==> src/design/partition_fit_allocator_defines.svh <==
// Assertion macros shared by the partition allocator RTL.
`ifndef PARTITION_FIT_ALLOCATOR_DEFINES_SVH
`define PARTITION_FIT_ALLOCATOR_DEFINES_SVH

// Same-cycle implication, checked on every clock edge outside reset.
`define PFA_ASSERT_NOW(label, ante, cons, msg) \
    label: assert property (@(posedge clk) disable iff (!rst_n) (ante) |-> (cons)) \
        else $error(msg);

// Next-cycle implication, checked on every clock edge outside reset.
`define PFA_ASSERT_NEXT(label, ante, cons, msg) \
    label: assert property (@(posedge clk) disable iff (!rst_n) (ante) |=> (cons)) \
        else $error(msg);

`endif

==> src/design/pfa_pkg.sv <==
// Types, codes and constants of the partition fit allocator.
package pfa_pkg;

    localparam int NUM_PARTITIONS = 10;
    localparam int SIZE_BITS      = 8;
    localparam int IDX_W          = (NUM_PARTITIONS > 1) ? $clog2(NUM_PARTITIONS) : 1;
    localparam int REQ_W          = 8;
    localparam int CMP_W          = (SIZE_BITS > REQ_W) ? SIZE_BITS : REQ_W;

    typedef logic [SIZE_BITS-1:0] size_t;
    typedef logic [IDX_W-1:0]     idx_t;
    typedef logic [REQ_W-1:0]     req_t;
    typedef logic [1:0]           op_t;
    typedef logic [1:0]           policy_t;
    typedef logic [1:0]           status_t;
    typedef logic [3:0]           pos_t;

    // Operation codes.
    localparam op_t OP_CHECK = 2'd0;
    localparam op_t OP_ALLOC = 2'd1;
    localparam op_t OP_FREE  = 2'd2;

    // Placement policy codes.
    localparam policy_t POL_FIRST = 2'd0;
    localparam policy_t POL_BEST  = 2'd1;
    localparam policy_t POL_WORST = 2'd2;
    localparam policy_t POL_BAD   = 2'd3;

    // Result status codes.
    localparam status_t ST_OK     = 2'd0;
    localparam status_t ST_NOFIT  = 2'd1;
    localparam status_t ST_BADPOL = 2'd2;
    localparam status_t ST_RANGE  = 2'd3;

    // Partition capacities; entries past the tenth are empty.
    localparam logic [7:0] CAP_TABLE [0:15] = '{
        8'd5, 8'd6, 8'd4, 8'd7, 8'd3, 8'd8, 8'd2, 8'd9,
        8'd1, 8'd5, 8'd0, 8'd0, 8'd0, 8'd0, 8'd0, 8'd0
    };

    typedef enum logic [1:0] {
        ST_IDLE,
        ST_SCAN,
        ST_FINISH
    } state_t;

    typedef struct packed {
        logic    clear;
        logic    step;
        policy_t policy;
    } scan_ctrl_t;

    typedef struct packed {
        logic found;
        idx_t pick;
    } scan_result_t;

    // Capacity of one partition, resized to the size width.
    function automatic size_t cap_of(input idx_t i);
        logic [3:0] tidx;
        tidx = 4'(i);
        return size_t'(CAP_TABLE[tidx]);
    endfunction

endpackage

==> src/design/pfa_scan_unit.sv <==
// Shared compare unit that weighs one partition per cycle against the best pick so far.
module pfa_scan_unit (
    input  logic                  clk,
    input  logic                  rst_n,
    input  pfa_pkg::scan_ctrl_t   ctrl,
    input  pfa_pkg::idx_t         idx,
    input  pfa_pkg::size_t        room,
    input  pfa_pkg::req_t         request,
    output pfa_pkg::scan_result_t result
);
    import pfa_pkg::*;

    logic  found_reg, found_next;
    idx_t  pick_reg, pick_next;
    size_t pick_room_reg, pick_room_next;
    logic  fits;
    logic  better;

    // A partition fits when its free room covers the request.
    assign fits = CMP_W'(room) >= CMP_W'(request);

    // Policy decides whether this partition beats the current pick; ties keep the lower index.
    always_comb
    begin
        unique case (ctrl.policy)
            POL_FIRST: better = !found_reg;
            POL_BEST:  better = !found_reg || (room < pick_room_reg);
            POL_WORST: better = !found_reg || (room > pick_room_reg);
            default:   better = 1'b0;
        endcase
    end

    // Next pick.
    always_comb
    begin
        found_next     = found_reg;
        pick_next      = pick_reg;
        pick_room_next = pick_room_reg;
        if (ctrl.clear)
        begin
            found_next = 1'b0;
        end
        else if (ctrl.step && fits && better)
        begin
            found_next     = 1'b1;
            pick_next      = idx;
            pick_room_next = room;
        end
    end

    always_ff @(posedge clk or negedge rst_n)
    begin
        if (!rst_n)
        begin
            found_reg <= 1'b0;
        end
        else
        begin
            found_reg <= found_next;
        end
    end

    always_ff @(posedge clk)
    begin
        pick_reg      <= pick_next;
        pick_room_reg <= pick_room_next;
    end

    assign result.found = found_reg;
    assign result.pick  = pick_reg;

endmodule

==> src/design/partition_fit_allocator.sv <==
// Partition fit allocator: first, best or worst fit over a fixed set of partitions.
// Check and allocate latch the item, then weigh each partition in turn through the shared
// compare unit, then write back the result once the result register is free. Free and
// rejected operations skip the scan and go straight to write back. One item at a time;
// a new beat is taken while the previous result still waits. Reset clears all used
// amounts at once, which gives every partition its full capacity again.
`include "partition_fit_allocator_defines.svh"
module partition_fit_allocator (
    input  logic              clk,
    input  logic              rst_n,
    input  logic              in_valid,
    output logic              in_ready,
    input  pfa_pkg::op_t      operation,
    input  pfa_pkg::policy_t  policy,
    input  pfa_pkg::req_t     request_size,
    input  pfa_pkg::pos_t     position,
    output logic              out_valid,
    input  logic              out_ready,
    output pfa_pkg::status_t  status,
    output pfa_pkg::pos_t     chosen_position
);
    import pfa_pkg::*;

    state_t       state_reg, state_next;
    idx_t         idx_reg, idx_next;
    op_t          op_reg;
    policy_t      policy_reg;
    req_t         req_reg;
    pos_t         pos_reg;
    size_t        used_reg  [NUM_PARTITIONS];
    size_t        used_next [NUM_PARTITIONS];
    logic         out_valid_reg, out_valid_next;
    status_t      status_reg, status_next;
    pos_t         chosen_reg, chosen_next;
    scan_ctrl_t   scan_ctrl;
    scan_result_t scan_res;
    size_t        room;
    logic         accept;
    logic         searching;
    logic         pos_in_range;
    logic         err_out;
    logic         scan_idx_ok;

    assign accept       = in_valid && in_ready;
    assign in_ready     = (state_reg == ST_IDLE);
    assign searching    = ((op_reg == OP_CHECK) || (op_reg == OP_ALLOC)) &&
                          (policy_reg != POL_BAD);
    assign pos_in_range = {1'b0, pos_reg} < 5'(NUM_PARTITIONS);

    // Free room of the partition under scan.
    assign room = cap_of(idx_reg) - used_reg[idx_reg];

    pfa_scan_unit u_scan (
        .clk     (clk),
        .rst_n   (rst_n),
        .ctrl    (scan_ctrl),
        .idx     (idx_reg),
        .room    (room),
        .request (req_reg),
        .result  (scan_res)
    );

    // Sequencer, write back and result register.
    always_comb
    begin
        state_next       = state_reg;
        idx_next         = idx_reg;
        out_valid_next   = out_valid_reg && !out_ready;
        status_next      = status_reg;
        chosen_next      = chosen_reg;
        used_next        = used_reg;
        scan_ctrl.clear  = 1'b0;
        scan_ctrl.step   = 1'b0;
        scan_ctrl.policy = policy_reg;

        unique case (state_reg)
            ST_IDLE:
            begin
                scan_ctrl.clear = 1'b1;
                idx_next        = '0;
                if (accept)
                begin
                    if (((operation == OP_CHECK) || (operation == OP_ALLOC)) &&
                        (policy != POL_BAD))
                    begin
                        state_next = ST_SCAN;
                    end
                    else
                    begin
                        state_next = ST_FINISH;
                    end
                end
            end
            ST_SCAN:
            begin
                scan_ctrl.step = 1'b1;
                if (idx_reg == idx_t'(NUM_PARTITIONS - 1))
                begin
                    state_next = ST_FINISH;
                end
                else
                begin
                    idx_next = idx_reg + idx_t'(1);
                end
            end
            ST_FINISH:
            begin
                // Wait until the result register is free.
                if (!out_valid_reg || out_ready)
                begin
                    out_valid_next = 1'b1;
                    status_next    = ST_OK;
                    chosen_next    = '0;
                    state_next     = ST_IDLE;
                    priority if (searching)
                    begin
                        if (!scan_res.found)
                        begin
                            status_next = ST_NOFIT;
                        end
                        else
                        begin
                            chosen_next = pos_t'(scan_res.pick);
                            if (op_reg == OP_ALLOC)
                            begin
                                used_next[scan_res.pick] =
                                    used_reg[scan_res.pick] + size_t'(req_reg);
                            end
                        end
                    end
                    else if (op_reg == OP_FREE)
                    begin
                        if (pos_in_range)
                        begin
                            used_next[pos_reg[IDX_W-1:0]] = '0;
                            chosen_next = pos_reg;
                        end
                        else
                        begin
                            status_next = ST_RANGE;
                        end
                    end
                    else
                    begin
                        status_next = ST_BADPOL;
                    end
                end
            end
            default:
            begin
                state_next = ST_IDLE;
            end
        endcase
    end

    // Control state.
    always_ff @(posedge clk or negedge rst_n)
    begin
        if (!rst_n)
        begin
            state_reg     <= ST_IDLE;
            out_valid_reg <= 1'b0;
            idx_reg       <= '0;
            for (int i = 0; i < NUM_PARTITIONS; i++)
            begin
                used_reg[i] <= '0;
            end
        end
        else
        begin
            state_reg     <= state_next;
            out_valid_reg <= out_valid_next;
            idx_reg       <= idx_next;
            used_reg      <= used_next;
        end
    end

    // Latched item and result payload.
    always_ff @(posedge clk)
    begin
        if (accept)
        begin
            op_reg     <= operation;
            policy_reg <= policy;
            req_reg    <= request_size;
            pos_reg    <= position;
        end
        status_reg <= status_next;
        chosen_reg <= chosen_next;
    end

    assign out_valid       = out_valid_reg;
    assign status          = status_reg;
    assign chosen_position = chosen_reg;

    // Terms used by the checks below.
    assign err_out     = out_valid && (status != ST_OK);
    assign scan_idx_ok = (idx_reg <= idx_t'(NUM_PARTITIONS - 1));

    // Checks on the sequencer and the partition state.
    `PFA_ASSERT_NEXT(a_busy_after_accept, accept, !in_ready, "ready high after a beat")
    `PFA_ASSERT_NOW(a_zero_on_error, err_out, chosen_position == '0, "position on error")
    `PFA_ASSERT_NOW(a_scan_in_range, state_reg == ST_SCAN, scan_idx_ok, "scan past end")

    for (genvar g = 0; g < NUM_PARTITIONS; g++)
    begin : g_used_chk
        `PFA_ASSERT_NOW(a_used_le_cap, 1'b1, used_reg[g] <= cap_of(idx_t'(g)), "used over cap")
    end

endmodule
==> config.mk <==
export PLATFORM = sky130hd
export DESIGN_NAME = partition_fit_allocator
export DESIGN_NICKNAME = d
export VERILOG_FILES = /design/src/design/pfa_pkg.sv /design/src/design/pfa_scan_unit.sv /design/src/design/partition_fit_allocator.sv
export VERILOG_INCLUDE_DIRS = /design/src /design/src/design
export SDC_FILE = /design/constraint.sdc
export NUM_CORES = 1
export LEC_CHECK = 0
export BUFFER_PORTS_ARGS = -buffer_cell sky130_fd_sc_hd__buf_2
export CAP_MARGIN = 0
export CORE_MARGIN = 1
export CORE_UTILIZATION = 45
export DETAILED_ROUTE_END_ITERATION = 7
export MAX_ROUTING_LAYER = met4
export SYNTH_ARGS = -nofsm -noshare
export SYNTH_HDL_FRONTEND = slang
export SYNTH_SLANG_ARGS = --single-unit
==> constraint.sdc <==
create_clock -name clk -period 5.7 [get_ports clk]
set_clock_uncertainty 0.2 [all_clocks]
set_input_delay 0 -clock clk [delete_from_list [all_inputs] [get_ports clk]]
set_output_delay 0 -clock clk [all_outputs]
set_load 0.1 [all_outputs]
; ---- Word-level counts from Yosys, hierarchy flattened
; Memories as Yosys holds them, arrays and structs flattened.
; Cells that the tools add are included.
; W data, S select, Z words.
[totals]
ff_bits = 122
latchBits = 0
ramBits = 0
rom_bits = 128
inputBits = 20
output_inout_bits = 8
wordCells = 126
memories = 1
[op_classes]
n_addsub = 3
n_mul = 0
div = 0
magnitude_cmp = 9
eq_ne = 16
shifts = 0
muxes = 40
n_bitwise = 6
reduce_logical = 29
[mem_list]
columns = memory, words, width, rd, rd_clocked_by_memory_dff, write_ports, line_no
row1 = (no name shown), 16, 8, 1, 0, 0, pfa_pkg.sv:62  ; return size_t'(CAP_TABLE[tidx]);
[ops]
columns = op, count
row1 = $mux W80, 5
row2 = $and A80 B80 Y80, 1
row3 = $bwmux W80, 1
row4 = $not A80 Y80, 1
row5 = $bmux W8 S4, 2
row6 = $demux W8 S4, 2
row7 = $mux W8, 8
row8 = $mux W4, 5
row9 = $ge A5 B5 Y1 const B, 3
row10 = $not A4 Y5, 3
row11 = $mux W2, 7
row12 = $lt A5 B1 Y1 const B, 2
row13 = $ne A2 B2 Y1 const B, 5
row14 = $add A8 B8 Y8, 1
row15 = $eq A2 B1 Y1 const B, 4
row16 = $ge A8 B8 Y1, 1
row17 = $gt A8 B8 Y1, 1
row18 = $logic_and A1 B1 Y1, 8
row19 = $logic_not A2 Y1, 4
row20 = $lt A8 B8 Y1, 1
row21 = $pmux W4 S2, 1
row22 = $reduce_bool A2 Y1, 4
row23 = $sub A8 B8 Y8, 1
row24 = $mux W1, 7
row25 = other kinds (13), 25

; ---- Longest topological paths before layout
[logic_depth]
ltp_word = 11
ltp_mapped = 20
depth_no_buf = 18

; ---- Hierarchy
; From an unflattened synthesis, not the netlist that was laid out.
[unflattened]
cells_unflattened = 587
area_unflattened_um2 = 7039.3
[by_module_without_submodules]
columns = mod, n_inst, cells_per_inst, area_per_inst_um2, seq_area_each_um2
row1 = partition_fit_allocator, 1, 503, 6128.4, 2837.7
row2 = pfa_scan_unit, 1, 84, 910.9, 385.4

; ---- Worst setup path before layout
; No wires, ideal clock.
[synth_timing]
kind = reg-to-reg
start = reg idx_reg[0]
end = reg u_scan.pick_reg[0], enable pin
t_arrival_ns = 4.718
required_ns = 5.104
setup_slack_ns = 0.386
path_stages_with_launch = 21
cell_sequence = dfrtp_1 -> buf_2 -> buf_2 -> mux4_2 -> mux2i_1 -> o22ai_1 -> ha_1 -> fa_1 -> nor2b_1 -> o21ai_0 -> nand2b_1 -> nand2_1 -> nor2_1 -> xnor2_1 -> ha_1 -> a21o_1 -> a21oi_1 -> nand3b_1 -> o22ai_1 -> a41oi_1 -> nor3_1
[synth_via]
elab_chain_cells = 10
elab_cells_between_ends = 17
cone_classes = 1 x add/sub / 3 x order compare / 6 x mux / 1 x bitwise / 5 x reduce/logical / 1 x memory
[synth_rtl]
columns = item, line_no
row1 = start: declaration, partition_fit_allocator.sv:25  ; idx_t idx_reg, idx_next;
row2 = start signal: assignment, partition_fit_allocator.sv:173  ; idx_reg <= idx_next;
row3 = $not A4 Y5 (not written as such) (*), "pfa_pkg.sv:62, partition_fit_allocator.sv:51"
row4 = $mem_v2 Z16 W8 / $bmux W8 S4 (equally long branches), n/a
row5 = $mux W8 (on tied branches) (2 in a row), "pfa_pkg.sv:62, partition_fit_allocator.sv:51"
row6 = $sub A8 B8 Y8 (*), partition_fit_allocator.sv:51  ; assign room = cap_of(idx_reg) - used_reg[idx_reg];
row7 = named net room[6], partition_fit_allocator.sv:37  ; size_t room;
row8 = $gt A8 B8 Y1 / $lt A8 B8 Y1 (equally long branches), "pfa_scan_unit.sv:28, pfa_scan_unit.sv:27"
row9 = $logic_or A1 B1 Y1 (on tied branches), "pfa_scan_unit.sv:28, pfa_scan_unit.sv:27"
row10 = $pmux W1 S3, pfa_scan_unit.sv:25  ; unique case (ctrl.policy)
row11 = $logic_and A1 B1 Y1 (*), pfa_scan_unit.sv:43  ; else if (ctrl.step && fits && better)
row12 = $reduce_and A2 Y1 (no source line) (*), n/a
row13 = end signal: assignment, pfa_scan_unit.sv:65  ; pick_reg <= pick_next;
row14 = end: declaration, pfa_scan_unit.sv:14  ; idx_t pick_reg, pick_next;
; The timed path passes the listed nets; every way through them passes the cells marked *. The select of a mux whose other input is x is not followed.
; A chain may end at the register's enable or synchronous reset.

; ---- Final worst setup path
[layout_timing]
start = reg idx_reg[0]
end = reg u_scan.pick_room_reg[5], enable pin
[layout_via]
elab_chain_cells = 10
elab_cells_between_ends = 17
cone_classes = 1 x add/sub / 3 x order compare / 6 x mux / 1 x bitwise / 5 x reduce/logical / 1 x memory
[layout_rtl]
columns = item, line_no
row1 = $not A4 Y5 (not written as such) (*), "pfa_pkg.sv:62, partition_fit_allocator.sv:51"
row2 = $mem_v2 Z16 W8 / $bmux W8 S4 (equally long branches), n/a
row3 = $mux W8 (on tied branches) (2 in a row), "pfa_pkg.sv:62, partition_fit_allocator.sv:51"
row4 = $sub A8 B8 Y8 (*), partition_fit_allocator.sv:51
row5 = named net room[7], partition_fit_allocator.sv:37
row6 = $gt A8 B8 Y1 / $lt A8 B8 Y1 (equally long branches), "pfa_scan_unit.sv:28, pfa_scan_unit.sv:27"
row7 = $logic_or A1 B1 Y1 (on tied branches), "pfa_scan_unit.sv:28, pfa_scan_unit.sv:27"
row8 = $pmux W1 S3, pfa_scan_unit.sv:25
row9 = $logic_and A1 B1 Y1 (*), pfa_scan_unit.sv:43
row10 = $reduce_and A2 Y1 (no source line) (*), n/a
row11 = end signal: assignment, pfa_scan_unit.sv:66  ; pick_room_reg <= pick_room_next;
row12 = end: declaration, pfa_scan_unit.sv:15  ; size_t pick_room_reg, pick_room_next;
; Marked as above.

==> flow_metrics.tcl <==
set metrics [dict create \
    status "finished, violations left" \
    violations "DRC" \
    setup_tns_ns 0 \
    ys_seq_elements 122 \
    clockPowerShare_pct 34.5 \
    antenna_found_initial 0 \
    worstPathArrival_ns 4.88 \
    die_w_um 126 \
    clock-sinks 122 \
    synth_compound_area_share_pct 19.3 \
    leakage_nw 3.53 \
    fin_crit_sh_pct 86.9 \
    total_power_mw 3.32 \
    nets 662 \
    synth_nets 602 \
    ir_worst_vdd_v 0.000226 \
    cts_tree "yes" \
    max_stage_delay_ns 0.74 \
    antenna_left 0 \
    cts-htree-levels 4 \
    root_buffer "clkbuf_16" \
    p_seq_share_pct 34.9 \
    critPathCaptureType "register" \
    slew_violations 0 \
    cts_made_buffers 17 \
    clk_latency_ns 0.43 \
    worst_path_max_delay_cell "dfrtp_1" \
    regArea_mm2 0.00322 \
    setup_ws_ns 0.744 \
    syn_area_per_cell_um2 12.5 \
    fmax_mhz 202 \
    clkSlewWorstSetupHoldPaths_ns 0.06 \
    drt_iter0_markers 398 \
    grt_start_max_net_pins 65 \
    die_h_um 126 \
    grt_usage_pct 27.0 \
    ys.flop_type "dfrtp_1" \
    yosysUniqueCellTypes 59 \
    p_int_mw 2.15 \
    synth_top_family_by_area "compound AO/OA/AOI/OAI gates" \
    synth_xor_area_share_pct 1.80 \
    n_fill_cell 1201 \
    async_flop_share_pct 72.1 \
    dpl.hpwl_um 13400 \
    dp_slack_ns 0.761 \
    yosys.area_share.adder_pct 6.60 \
    rsz0062_at_grt "false" \
    finalHoldViolCount 0 \
    required_ns 5.63 \
    multi_input_area_mm2 0.00341 \
    die_area_mm2 0.0158 \
    critPathKind "register to register" \
    maxCapViolCount 0 \
    ios 28 \
    drtPass1Iterations 7 \
    routedWlPerCell_um 24.0 \
    viasPerCell 6.25 \
    start_util_pct 46.7 \
    worstPathMaxFanout 13 \
    grt_pass1_wl_um 30500 \
    syn-instance-count 547 \
    holdWs_ns 0.0843 \
    largest_register_ffs 80 \
    rows 44 \
    switchingPower_mw 1.18 \
    core_area_mm2 0.0147 \
    placedCellCount 751 \
    io_buffer_count 27 \
    drc 2 \
    crit_path_start_kind "register" \
    antenna_cells 0 \
    gp_congestion 0.891 \
    cts_resized 0 \
    finalWorstPathRequiredPeriod_ns 4.96 \
    grt_pass1_vias 5171 \
    setup_viol 0 \
    vias 5026 \
    hp-class "input port to register" \
    synth_warnings 0 \
    wl_um 19300 \
    switching_share_pct 35.3 \
    synth_edf_count 34 \
    syn_area_mm2 0.00686 \
    crit_family "compound AO/OA/AOI/OAI gates" \
    yosys.area_share.simple_pct 8.26 \
    area_growth_pct 17.9 \
    pwr-share-comb_pct 30.6 \
    muxShareOfSynthArea_pct 13.7 \
    clockBufferDepth 2 \
    seq_area_frac_synth_pct 47.0 \
    path_buf_inv 2 \
    relSlewSlack_pct 31.4 \
    final_cell_count_no_fill 804 \
    grt_overflow 0 \
    path_cells "buf_4 > mux4_2 > mux2i_1 > o22a_1 > ha_1 > o21ai_0 > a21boi_0 > o21ai_1 > nor3_1 > xnor2_1 > ha_1 > and3_1 > a21boi_0 > nand2b_1 > a41oi_1 > nor3_1 > buf_4" \
    drive_above_1_share_pct 21.1 \
    worstMarginPinSlew_ns 1.03 \
    p_per_area_mw_per_mm2 411 \
]
power by group through the flow:
stage / Combinational (mW) / Clock, mW / Sequential, mW
2_1_floorplan: 0.672 / 0 / 1.21
3_3_place_gp: 0.975 / 0 / 1.17
3_5_place_dp: 0.999 / 0 / 1.18
4_1_cts: 1.02 / 1.16 / 1.16
5_1_grt: 1.11 / 1.20 / 1.18
6_report: 1.02 / 1.15 / 1.16
worst paths after layout:
| path | startpoint | endpoint | slack, ns | depth (start not counted) |
|---|---|---|---|---|
| max | idx_reg[0]$_DFFE_PN0P_ | u_scan.pick_room_reg[5]$_DFFE_PP_ | 0.74 | 17 |
| min | request_size[6] | req_reg[6]$_DFFE_PP_ | 0.08 | 2 |
| max reg2reg | idx_reg[0]$_DFFE_PN0P_ | u_scan.pick_room_reg[5]$_DFFE_PP_ | 0.74 | 17 |
| min reg2reg | used_reg[38]$_DFFE_PN0P_ | used_reg[38]$_DFFE_PN0P_ | 0.32 | 1 |
| max in group asynchronous | rst_n | used_reg[30]$_DFFE_PN0P_ | 4.03 | 4 |
| min in group asynchronous | rst_n | u_scan.found_reg$_DFFE_PN0P_ | 0.42 | 4 |
per-layer routing:
layer | global-route usage [%] | share of wire (%) | vias to the layer above
li1 | - | - | 2251
met1 | 35.9 | 45 | 2570
met2 | 40.2 | 47 | 172
met3 | 5.86 | 5.7 | 33
met4 | 11.0 | 2.7 | 0
met5 | - | 0 | -
what timing repair did:
| action | CTS | global route |
|---|---|---|
| hold endpoints to repair | 107 | 0 |
| buffers inserted | 0 | 0 |
| hold buffers | 21 | 0 |
kinds of logic (layout without fill, tap and decap cells):
| group | Yosys count | count (layout) |
|---|---|---|
| xor+xnor | 12 | 12 |
| flops | 122 | 122 |
| buf+inv | 58 | 131 |
| simple gates | 100 | 100 |
| compound gates | 166 | 166 |
| fa+ha+maj | 35 | 35 |
| mux | 54 | 54 |
layout by cell type (no fill, tap or decap), types with 4 or more instances in the layout:
| cell | n |
|---|---|
| dfrtp_1 | 88 |
| a22o_1 | 72 |
| inv_1 | 36 |
| edfxtp_1 | 34 |
| ha_1 | 33 |
| mux4_2 | 32 |
| buf_2 | 26 |
| nor2_1 | 25 |
| mux2i_1 | 22 |
| o21ai_0 | 20 |
| nand2_1 | 20 |
| dlygate4sd3_1 | 20 |
| clkbuf_16 | 18 |
| buf_4 | 14 |
| a21oi_1 | 13 |
| nand2b_1 | 11 |
| a22oi_1 | 10 |
| nor2b_1 | 8 |
| xnor2_1 | 8 |
| a21o_1 | 7 |
| nand3_1 | 6 |
| nor3_1 | 5 |
| o22ai_1 | 5 |
| and3_1 | 4 |
| nand3b_1 | 4 |
| o2bb2ai_1 | 4 |
final cells by class:
cell class | instances | area share (%)
Multi-Input combinational cell | 367 | 42.1
Sequential cell | 122 | 39.8
Clock buffer | 22 | 6.12
Timing Repair Buffer | 61 | 5.63
Tap cell | 184 | 2.85
Inverter | 38 | 1.76
Clock inverter | 10 | 1.65
synth_stat cells (all sizes together) (2+ instances only):
library cell,n,area (um2)
dfrtp,88,2200
a22o,72,631
inv,37,139
edfxtp,34,1020
ha,33,413
mux4,32,721
nor2,25,93.8
o21ai,25,136
mux2i,22,220
nand2,20,75.1
a21oi,16,91.3
nand2b,12,82.6
buf,11,55.1
a22oi,10,75.1
clkbuf,9,33.8
xnor2,9,97.6
nor2b,8,50.1
nor3,8,55.1
a21o,7,52.6
o2bb2ai,7,80.1
nand3,6,30.0
a211oi,5,47.5
o22ai,5,31.3
a31oi,4,58.8
and3,4,25.0
nand3b,4,30.0
o21a,3,22.5
o22a,3,26.3
xor2,3,26.3
a21boi,2,15.0
a31o,2,17.5
and2,2,12.5
fa,2,40.0
nor4,2,42.5
o31ai,2,15.0
or3,2,12.5
worst reg2reg max path: stages (launching register included):
cell	delay, ns
dfrtp_1	0.74
buf_4	0.35
mux4_2	0.52
mux2i_1	0.13
o22a_1	0.16
ha_1	0.17
o21ai_0	0.12
a21boi_0	0.30
o21ai_1	0.14
nor3_1	0.24
xnor2_1	0.17
ha_1	0.32
and3_1	0.17
a21boi_0	0.23
nand2b_1	0.14
a41oi_1	0.15
nor3_1	0.20
buf_4	0.23
per-stage QoR:
stage	util, %	area (um2)
6_report	55.0	8090
4_1_cts	55.0	8090
3_3_place_gp	49.3	7240
5_1_grt	55.0	8090
3_5_place_dp	49.3	7240
2_1_floorplan	-	6860
Note: power is estimated with default switching activity, not from simulation.
